===== src/sv/ytp_pkg.sv =====
`timescale 1ns / 1ps
`default_nettype none
// ----------------------------------------------------------------------------
// ytp_pkg
// Types and constants of the YUV test pattern pixel source.
// ----------------------------------------------------------------------------
package ytp_pkg;

	localparam int COORD_BITS   = 12;
	localparam int GRID_BITS    = 4;
	localparam int BAND_BITS    = COORD_BITS - GRID_BITS;
	localparam int BYTE_BITS    = 8;
	localparam int NUM_BITS     = COORD_BITS + BYTE_BITS;
	localparam int DIV_STAGES   = NUM_BITS;
	localparam int CFG_IDX_BITS = 2;

	localparam logic [COORD_BITS-1:0] WIDTH_RESET  = COORD_BITS'(640);
	localparam logic [COORD_BITS-1:0] HEIGHT_RESET = COORD_BITS'(480);
	localparam logic [COORD_BITS-1:0] MIN_WIDTH    = COORD_BITS'(4);

	localparam logic [BAND_BITS-1:0] BAR_BANDS  = BAND_BITS'(12);
	localparam logic [BAND_BITS-1:0] FLAT_BANDS = BAND_BITS'(4);
	localparam logic [BAND_BITS-1:0] BAND_FOUR  = BAND_BITS'(4);
	localparam logic [BAND_BITS-1:0] BAND_FIVE  = BAND_BITS'(5);

	localparam logic [BYTE_BITS-1:0] LUMA_GRID   = 8'hF0;
	localparam logic [BYTE_BITS-1:0] BAR_BASE    = 8'h10;
	localparam logic [BYTE_BITS-1:0] RAMP_BASE   = 8'h20;
	localparam logic [BYTE_BITS-1:0] CHROMA_FLAT = 8'h80;
	localparam logic [BYTE_BITS-1:0] CHROMA_30   = 8'h30;
	localparam logic [BYTE_BITS-1:0] CHROMA_C0   = 8'hC0;
	localparam logic [BYTE_BITS-1:0] CHROMA_10   = 8'h10;
	localparam logic [BYTE_BITS-1:0] CHROMA_F0   = 8'hF0;

	typedef enum logic [CFG_IDX_BITS-1:0] {
		REG_FRAME_WIDTH  = 2'd0,
		REG_FRAME_HEIGHT = 2'd1
	} cfg_reg_t;

	typedef enum logic [1:0] {
		CH_FLAT  = 2'd0,
		CH_BAND4 = 2'd1,
		CH_BAND5 = 2'd2,
		CH_RAMP  = 2'd3
	} chroma_sel_t;

	typedef struct packed {
		logic [COORD_BITS-1:0] x_pos;
		logic [COORD_BITS-1:0] y_pos;
	} coord_t;

	typedef struct packed {
		logic [BYTE_BITS-1:0] luma;
		logic [BYTE_BITS-1:0] chroma;
		logic                 frame_end;
	} pixel_t;

	typedef struct packed {
		logic        grid;
		logic        bar;
		chroma_sel_t csel;
		logic        right;
		logic        odd;
		logic        last;
	} side_t;

endpackage
`default_nettype wire


===== src/sv/yuv_test_pattern_pixel.sv =====
`timescale 1ns / 1ps
`default_nettype none
// Pipeline from coordinate beat to pixel valid: input stage, one restoring
// divide step per stage over 20 dividend bits, output mux, output reg.
// Throughput: one pixel per cycle, but none while the skid holds a beat;
// the divide pipeline sets the depth. A skid register behind the output keeps
// coord_ready registered. Reset: width 640, height 480, pipeline empty.
// ----------------------------------------------------------------------------
// yuv_test_pattern_pixel
// Test picture source: grid, bars and ramp luma, banded chroma per pixel.
// ----------------------------------------------------------------------------
module yuv_test_pattern_pixel import ytp_pkg::*; (
	input  wire logic                    clk,
	input  wire logic                    arst_n,
	input  wire logic                    coord_valid,
	output logic                         coord_ready,
	input  wire coord_t                  coord,
	output logic                         pixel_valid,
	input  wire logic                    pixel_ready,
	output pixel_t                       pixel,
	input  wire logic                    cfg_valid,
	output logic                         cfg_ready,
	input  wire logic [CFG_IDX_BITS-1:0] cfg_index,
	input  wire logic [COORD_BITS-1:0]   cfg_data
);

	logic [COORD_BITS-1:0] width_q, height_q;
	logic [COORD_BITS-1:0] w_eff, quarter_w, half_w;

	logic en, take;

	logic                  v_s1;
	logic [NUM_BITS-1:0]   nr_s1, nb_s1;
	side_t                 side_s1, side_in;

	logic                  v_s2    [DIV_STAGES];
	logic [NUM_BITS-1:0]   nr_s2   [DIV_STAGES];
	logic [NUM_BITS-1:0]   nb_s2   [DIV_STAGES];
	logic [COORD_BITS-1:0] rr_s2   [DIV_STAGES];
	logic [COORD_BITS-1:0] rb_s2   [DIV_STAGES];
	logic [BYTE_BITS-1:0]  qr_s2   [DIV_STAGES];
	logic [BYTE_BITS-1:0]  qb_s2   [DIV_STAGES];
	side_t                 side_s2 [DIV_STAGES];

	logic [NUM_BITS-1:0]   src_nr [DIV_STAGES];
	logic [NUM_BITS-1:0]   src_nb [DIV_STAGES];
	logic [COORD_BITS-1:0] src_rr [DIV_STAGES];
	logic [COORD_BITS-1:0] src_rb [DIV_STAGES];
	logic [BYTE_BITS-1:0]  src_qr [DIV_STAGES];
	logic [BYTE_BITS-1:0]  src_qb [DIV_STAGES];
	side_t                 src_sd [DIV_STAGES];
	logic [COORD_BITS:0]   tr_r   [DIV_STAGES];
	logic [COORD_BITS:0]   tr_b   [DIV_STAGES];
	logic                  ge_r   [DIV_STAGES];
	logic                  ge_b   [DIV_STAGES];

	logic                  v_s3;
	pixel_t                pix_s3, pix_nxt;

	logic                  skid_valid_q;
	pixel_t                skid_q;

	logic [BAND_BITS-1:0]  band;
	logic [BYTE_BITS-1:0]  qr_end, qb_end, bar_luma, ramp_byte;
	side_t                 sd_end;

	// configuration
	assign cfg_ready = 1'b1;

	always_ff @(posedge clk or negedge arst_n) begin
		if (!arst_n) begin
			width_q  <= WIDTH_RESET;
			height_q <= HEIGHT_RESET;
		end else if (cfg_valid) begin
			case (cfg_reg_t'(cfg_index))
				REG_FRAME_WIDTH:  width_q  <= cfg_data;
				REG_FRAME_HEIGHT: height_q <= cfg_data;
				default: ;
			endcase
		end
	end

	assign w_eff     = (width_q < MIN_WIDTH) ? MIN_WIDTH : width_q;
	assign quarter_w = w_eff >> 2;
	assign half_w    = w_eff >> 1;

	assign en          = !skid_valid_q;
	assign coord_ready = en;
	assign take        = coord_valid && en;

	// input stage: per-pixel flags and dividends
	assign band = coord.y_pos[COORD_BITS-1:GRID_BITS];

	always_comb begin
		side_in.grid  = (coord.x_pos[GRID_BITS-1:0] == '0) ||
		                (coord.y_pos[GRID_BITS-1:0] == '0);
		side_in.bar   = band < BAR_BANDS;
		if (band < FLAT_BANDS)
			side_in.csel = CH_FLAT;
		else if (band == BAND_FOUR)
			side_in.csel = CH_BAND4;
		else if (band == BAND_FIVE)
			side_in.csel = CH_BAND5;
		else
			side_in.csel = CH_RAMP;
		side_in.right = coord.x_pos >= half_w;
		side_in.odd   = coord.x_pos[0];
		side_in.last  = (height_q != '0) &&
		                (coord.x_pos == w_eff - COORD_BITS'(1)) &&
		                (coord.y_pos == height_q - COORD_BITS'(1));
	end

	// divide steps: ramp 192*x / w and bar x / (w/4), one quotient bit per stage
	always_comb begin
		for (int i = 0; i < DIV_STAGES; i++) begin
			if (i == 0) begin
				src_nr[i] = nr_s1;
				src_nb[i] = nb_s1;
				src_rr[i] = '0;
				src_rb[i] = '0;
				src_qr[i] = '0;
				src_qb[i] = '0;
				src_sd[i] = side_s1;
			end else begin
				src_nr[i] = nr_s2[i-1];
				src_nb[i] = nb_s2[i-1];
				src_rr[i] = rr_s2[i-1];
				src_rb[i] = rb_s2[i-1];
				src_qr[i] = qr_s2[i-1];
				src_qb[i] = qb_s2[i-1];
				src_sd[i] = side_s2[i-1];
			end
			tr_r[i] = {src_rr[i], src_nr[i][NUM_BITS-1]};
			tr_b[i] = {src_rb[i], src_nb[i][NUM_BITS-1]};
			ge_r[i] = tr_r[i] >= {1'b0, w_eff};
			ge_b[i] = tr_b[i] >= {1'b0, quarter_w};
		end
	end

	always_ff @(posedge clk or negedge arst_n) begin
		if (!arst_n) begin
			v_s1 <= 1'b0;
			for (int i = 0; i < DIV_STAGES; i++)
				v_s2[i] <= 1'b0;
			v_s3 <= 1'b0;
		end else if (en) begin
			v_s1 <= take;
			v_s2[0] <= v_s1;
			for (int i = 1; i < DIV_STAGES; i++)
				v_s2[i] <= v_s2[i-1];
			v_s3 <= v_s2[DIV_STAGES-1];
		end
	end

	always_ff @(posedge clk) begin
		if (en) begin
			nr_s1   <= NUM_BITS'({coord.x_pos, 7'b0}) + NUM_BITS'({coord.x_pos, 6'b0});
			nb_s1   <= NUM_BITS'(coord.x_pos);
			side_s1 <= side_in;
			for (int i = 0; i < DIV_STAGES; i++) begin
				nr_s2[i]   <= src_nr[i] << 1;
				nb_s2[i]   <= src_nb[i] << 1;
				rr_s2[i]   <= ge_r[i] ? COORD_BITS'(tr_r[i] - {1'b0, w_eff})
				                      : tr_r[i][COORD_BITS-1:0];
				rb_s2[i]   <= ge_b[i] ? COORD_BITS'(tr_b[i] - {1'b0, quarter_w})
				                      : tr_b[i][COORD_BITS-1:0];
				qr_s2[i]   <= {src_qr[i][BYTE_BITS-2:0], ge_r[i]};
				qb_s2[i]   <= {src_qb[i][BYTE_BITS-2:0], ge_b[i]};
				side_s2[i] <= src_sd[i];
			end
			pix_s3 <= pix_nxt;
		end
	end

	// pixel bytes
	assign qr_end    = qr_s2[DIV_STAGES-1];
	assign qb_end    = qb_s2[DIV_STAGES-1];
	assign sd_end    = side_s2[DIV_STAGES-1];
	assign bar_luma  = BAR_BASE + BYTE_BITS'({qb_end, 4'b0}) + BYTE_BITS'({qb_end, 5'b0});
	assign ramp_byte = RAMP_BASE + qr_end;

	always_comb begin
		if (sd_end.grid)
			pix_nxt.luma = LUMA_GRID;
		else if (sd_end.bar)
			pix_nxt.luma = bar_luma;
		else
			pix_nxt.luma = ramp_byte;
		case (sd_end.csel)
			CH_FLAT:  pix_nxt.chroma = CHROMA_FLAT;
			CH_BAND4: pix_nxt.chroma = (sd_end.right ^ sd_end.odd) ? CHROMA_C0 : CHROMA_30;
			CH_BAND5: pix_nxt.chroma = sd_end.odd ? CHROMA_FLAT
			                         : (sd_end.right ? CHROMA_10 : CHROMA_F0);
			CH_RAMP:  pix_nxt.chroma = ramp_byte;
			default:  pix_nxt.chroma = CHROMA_FLAT;
		endcase
		pix_nxt.frame_end = sd_end.last;
	end

	// output register with skid
	always_ff @(posedge clk or negedge arst_n) begin
		if (!arst_n) begin
			pixel_valid  <= 1'b0;
			skid_valid_q <= 1'b0;
		end else if (pixel_ready || !pixel_valid) begin
			if (skid_valid_q) begin
				pixel_valid  <= 1'b1;
				skid_valid_q <= 1'b0;
			end else begin
				pixel_valid <= v_s3 && en;
			end
		end else if (v_s3 && en) begin
			skid_valid_q <= 1'b1;
		end
	end

	always_ff @(posedge clk) begin
		if (pixel_ready || !pixel_valid) begin
			pixel <= skid_valid_q ? skid_q : pix_s3;
		end else if (v_s3 && en) begin
			skid_q <= pix_s3;
		end
	end

	// checks
	a_skid_behind_out: assert property (@(posedge clk) disable iff (!arst_n)
		skid_valid_q |-> pixel_valid)
		else $error("skid holds a beat while output register is empty");

	a_skid_on_stall: assert property (@(posedge clk) disable iff (!arst_n)
		$rose(skid_valid_q) |-> $past(pixel_valid && !pixel_ready))
		else $error("skid filled without an output stall");

	a_pipe_advance: assert property (@(posedge clk) disable iff (!arst_n)
		(en && v_s1) |=> v_s2[0])
		else $error("beat lost entering divide pipeline");

endmodule
`default_nettype wire

===== config.mk =====
export PLATFORM = sky130hd
export DESIGN_NAME = yuv_test_pattern_pixel
export DESIGN_NICKNAME = d
export VERILOG_FILES = /design/src/sv/ytp_pkg.sv /design/src/sv/yuv_test_pattern_pixel.sv
export SDC_FILE = /design/constraint.sdc
export NUM_CORES = 2
export LEC_CHECK = 0
export BUFFER_PORTS_ARGS = -buffer_cell sky130_fd_sc_hd__buf_4
export CORE_AREA = 5 5 434 436
export DETAILED_ROUTE_END_ITERATION = 16
export DIE_AREA = 0 0 439 441
export PLACE_DENSITY = 0.49
export SLEW_MARGIN = 20
export SYNTH_ARGS = -nofsm -noshare
export SYNTH_HDL_FRONTEND = slang
export SYNTH_SLANG_ARGS = --single-unit

===== constraint.sdc =====
create_clock -name clk -period 26 [get_ports clk]
set_input_delay 6.5 -clock clk [delete_from_list [all_inputs] [get_ports clk]]
set_output_delay 6.5 -clock clk [all_outputs]
set_load 0.01 [all_outputs]

Word level (Yosys, flattened, before mapping)

Memory sizes are Yosys's and may differ from the RTL's.
Cells that the tools add are included.
Widths: inputs -> output; s select.

Output and inout port bits: 20
Logic and storage cells: 222
RAM bits: 1,700
Register bits: 138
Memories: 7
Input bits: 43

Memories:

| memory      | words | width | read ports | clocked after memory_dff | write ports | line                         | source |
|---|---|---|---|---|---|---|---|
| nb_s2       | 20    | 19    | 19         | 0                        | 20          | yuv_test_pattern_pixel.sv:38 | `logic [NUM_BITS-1:0] nb_s2 [DIV_STAGES];` |
| nr_s2       | 20    | 19    | 19         | 0                        | 20          | yuv_test_pattern_pixel.sv:37 | `logic [NUM_BITS-1:0] nr_s2 [DIV_STAGES];` |
| rb_s2       | 20    | 12    | 19         | 0                        | 20          | yuv_test_pattern_pixel.sv:40 | `logic [COORD_BITS-1:0] rb_s2 [DIV_STAGES];` |
| rr_s2       | 20    | 12    | 19         | 0                        | 20          | yuv_test_pattern_pixel.sv:39 | `logic [COORD_BITS-1:0] rr_s2 [DIV_STAGES];` |
| qb_s2       | 20    | 8     | 20         | 0                        | 20          | yuv_test_pattern_pixel.sv:42 | `logic [BYTE_BITS-1:0] qb_s2 [DIV_STAGES];` |
| qr_s2       | 20    | 8     | 20         | 0                        | 20          | yuv_test_pattern_pixel.sv:41 | `logic [BYTE_BITS-1:0] qr_s2 [DIV_STAGES];` |
| +1 memories | --    | --    | --         | --                       | --          | --                           |  |

Add/subtract/negate cells: 46
Bitwise gates (word level): 2
$lt $le $gt $ge: 44
Eq/ne operators: 8
Reductions and logical operators: 18
Mux-type cells: 53

Operators by type and width:

| kind                  | number |
|---|---|
| $mux 12               | 41 |
| $ge 13x10->1          | 19 |
| $ge 13x12->1          | 19 |
| $sub 12x10->12        | 19 |
| $sub 12x12->12        | 19 |
| $mux 8                | 4 |
| $pmux 8 s4            | 1 |
| $eq 12x12->1          | 2 |
| $sub 12x1->12 const B | 2 |
| $add 19x18->20        | 1 |
| $mux 17               | 1 |
| $eq 8x3->1 const B    | 2 |
| $ge 1x12->1           | 1 |
| $ge 12x11->1          | 1 |
| $lt 12x3->1 const B   | 1 |
| $reduce_bool 12->1    | 1 |
| $sub 1x12->12         | 1 |
| $sub 1x10->11 const A | 1 |
| $ge 1x10->1 const A   | 1 |
| $add 5x8->8 const A   | 1 |
| $add 6x8->8 const A   | 1 |
| $add 8x8->8           | 1 |
| $logic_not 4->1       | 2 |
| $lt 8x3->1 const B    | 1 |
| 13 further kinds      | 28 |

Longest topological paths before layout

Depth after elaboration: 6
Depth in mapped cells: 16
Depth with buffers taken out: 14

Least setup slack after synthesis

Ideal clock, no wire load.

Kind: reg2out
Start: reg skid_valid_q
End: out coord_ready
Buffers on the path: 2
Arrival: 18.234 ns
Data required time: 19.500 ns
Cell stages (with the launch flop): 4
Setup slack: 1.266 ns
Cells stage by stage: dfrtp_1 clkbuf_1 clkbuf_1 inv_1

Word-level cells in the longest chain between the ends: 1

Ends and longest elaborated chain:

| element                  | line                          | source |
|---|---|---|
| start: declaration       | yuv_test_pattern_pixel.sv:60  | `logic skid_valid_q;` |
| start signal: assignment | yuv_test_pattern_pixel.sv:204 | `skid_valid_q <= 1'b0;` |
| start signal: assignment | yuv_test_pattern_pixel.sv:208 | `skid_valid_q <= 1'b0;` |
| start signal: assignment | yuv_test_pattern_pixel.sv:213 | `skid_valid_q <= 1'b1;` |
| $logic_not 1->1          | yuv_test_pattern_pixel.sv:87  | `assign en = !skid_valid_q;` |
| end: declaration         | yuv_test_pattern_pixel.sv:16  | `output logic coord_ready,` |

No other way between the ends.

Worst setup path in the final report

Same ends and word-level chain as after synthesis.

==> impl_metrics.csv <==
group,metric,value,unit
outcome,status,"complete, no violations",
power_and_ir_drop,peakVddDrop,0.0000961,V
cts,cts_resized,0,
drt,drt-initial-drc-count,2113,
global_route,grt-ovfl-total,0,
sta,rsz0062_at_grt,"no",
finish,diodes,0,
placed_design,post-place-ws,17.11,ns
sta,finalCritPeriodShare,32.9,%
sta,clock-skew-final,0.0287,ns
sta,setup_viol,0,
sta,max_freq,117,MHz
drt,vias,34650,
finish,syn2layout_area_growth,13.8,%
critical_path,worstPathArrival,2.05,ns
global_route,antenna_found_initial,6,
finish,final_cell_area,62400,um^2
finish,drive_above_1_share,12.7,%
critical_path,endpoint_kind,"output port",
synth,synth.avg_cell_area,12.2,um^2
finish,layout.nets,5178,
placed_design,post-dp-hpwl,85.0,mm
synth,yosysUniqueCellTypes,91,
die,ios,63,
power_and_ir_drop,power.internal,6.00,mW
power_and_ir_drop,p_clk_share,16.9,%
critical_path,cp-start-kind,"flip-flop",
sta,finalSetupTns,0,ns
critical_path,r2r_setup_slack,20.36,ns
cts,clkSinkCount,992,
drt,drt-total-wl,124,mm
power_and_ir_drop,p_sw_share,37.0,%
critical_path,critPathMaxFanout,42,
finish,final_cell_mix,"edfxtp_1, ha_1, nand2_1",
cts,cts_max_level,3,
cts,clock_latency,0.73,ns
finish,final_core_util,33.9,%
power_and_ir_drop,leakage,24.0,nW
cts,clk_pin_slew,0.06,ns
sta,fin_crit,8.55,ns
sta,slew_headroom,27.0,%
sta,layout_setup_ws,17.45,ns
sta,final-hold-violation-count,0,
synth,synth_ff_type,"edfxtp_1",
global_route,grt_pass1_vias,34286,
drt,drtAntennaViolNets,0,
placed_design,dp_cells,7012,
placed_design,placed_area,58700,um^2
synth,seq_area_frac_synth,53.9,%
placed_design,io_buffers,61,
sta,worstMarginPinSlew,1.09,ns
cts,cts_hold_buf,0,
drt,route.detailed.drc,0,
power_and_ir_drop,power,9.52,mW
power_and_ir_drop,p_seq_share,36.4,%
die,core_area,184000,um^2
cts,post-cts-setup-buffers,0,
global_route,grt_first_pass_wirelength,194,mm
finish,final_common_cell,"edfxtp_1",
synth,netlist_instances,4488,
critical_path,cp.required,19.50,ns
synth,synth_edf_count,944,
die,dieHeight,441,um
cts,cts_max_path_buffers,3,
sta,final_max_slew_viol_count,0,
global_route,track_usage,12.6,%
finish,stdcell_count,7217,
cts,cts_made_buffers,110,
synth,ys_ff_latch,992,
die,rows,158,
cts,cts_root_buf,"clkbuf_16",
die,die_area,194000,um^2
power_and_ir_drop,pwr-share-comb,46.7,%
synth,synth_warnings,0,
cts,cts_tree,"yes",
synth,synth_async_sr_flop_share,4.84,%
power_and_ir_drop,power_density,152,nW/um^2
drt,wl_per_cell,17.2,um
die,die_x,439,um
min_path,min_path_type,"reg -> reg",
placed_design,globalplace.congestion,0.826,
sta,hold_ws,0.401,ns
power_and_ir_drop,power.switching,3.52,mW
drt,viasPerCell,4.80,
critical_path,path_class,"reg -> out",
die,start_util,29.8,%
global_route,grt_start_max_net_pins,168,
synth,syn_area,54900,um^2
drt,drtPass1Iterations,7,
run,maxCapViolCount,0,
-- Yosys cell counts, drive strengths merged, types with 27 or more instances --
master | instances | area (um^2)
nand4 | 51 | 319
mux2 | 227 | 2580
fa | 38 | 761
nand2 | 323 | 1210
nor2 | 251 | 945
a21oi | 272 | 1370
mux2i | 52 | 521
o21a | 46 | 345
xnor2 | 192 | 1680
and2 | 27 | 169
o21bai | 43 | 323
nand3 | 56 | 280
edfxtp | 944 | 28300
a21o | 127 | 953
nor2b | 84 | 526
ha | 452 | 5660
xor2 | 100 | 876
dfrtp | 42 | 1050
nand2b | 39 | 244
inv | 212 | 796
or2 | 34 | 213
a211oi | 49 | 373
and3 | 30 | 188
clkbuf | 66 | 248
o31ai | 41 | 308
o21ai | 294 | 1480
nor3 | 80 | 405
-- registers in the layout, indices dropped and copies added (netlist names), 13 cells and up --
name	cells
v_s2	20
pix_s3	17
pixel	17
nb_s2	143
rr_s2	228
rb_s2	227
nr_s2	78
skid_q	17
nr_s1	13
side_s2	140
qr_s2	36
-- critical path, stage by stage (launching register included) --
cell and delay (ns):
dfrtp_2 0.33, buf_4 0.47, inv_8 0.25, buf_4 0.24
-- metal layers --
metal,up-vias,share of wire [%],GRT usage (%)
met5,-,0,0
met4,0,2.0,2.65
met3,163,3.7,2.06
met2,498,45,20.5
met1,16659,49,17.8
li1,17330,-,-
-- logic make-up (layout without fill, tap and decap cells) --
group	Yosys count	count (layout)	synth area share (%)
and+or+nand+nor	1059	1059	9.35
xor gates and xnor gates	292	292	4.66
buffers and inverters	288	533	2.00
other	2	6	0.0137
muxes	279	279	5.65
adders and majority gates	490	490	11.7
DFF	992	992	53.9
AOI/OAI and AO/OA	1086	1086	12.8
-- final cells by class --
| cell class | instances | area, um^2 |
|---|---|---|
| clock buffers | 126 | 2830 |
| clock inverters | 78 | 881 |
| fillers | 18270 | 122000 |
| inverters | 212 | 803 |
| multi-input cells | 3212 | 24400 |
| flip-flops and latches | 992 | 29600 |
| well taps | 2480 | 3100 |
| repair buffers | 117 | 902 |
-- path summary, 6_finish.rpt --
path,endpoint,cells past startpoint,from
max,coord_ready,3,skid_valid_q
min,side_s2[2][20],0,side_s2[2][13]
max reg2reg,rb_s2[8][3],15,width_q[4]
min reg2reg,side_s2[2][20],0,side_s2[2][13]
max in group asynchronous,width_q[6],1,arst_n
min in group asynchronous,pixel_valid,1,arst_n
-- power by group through the flow --
stage | logic (mW) | registers (mW) | clock network [mW]
CTS | 4.48 | 3.48 | 1.67
global placement | 4.40 | 3.50 | 0
finish | 4.45 | 3.47 | 1.61
detailed placement | 4.45 | 3.51 | 0
global route | 5.01 | 3.55 | 1.74
floorplan | 3.48 | 3.70 | 0
Note: power is estimated with default switching activity, not from simulation.
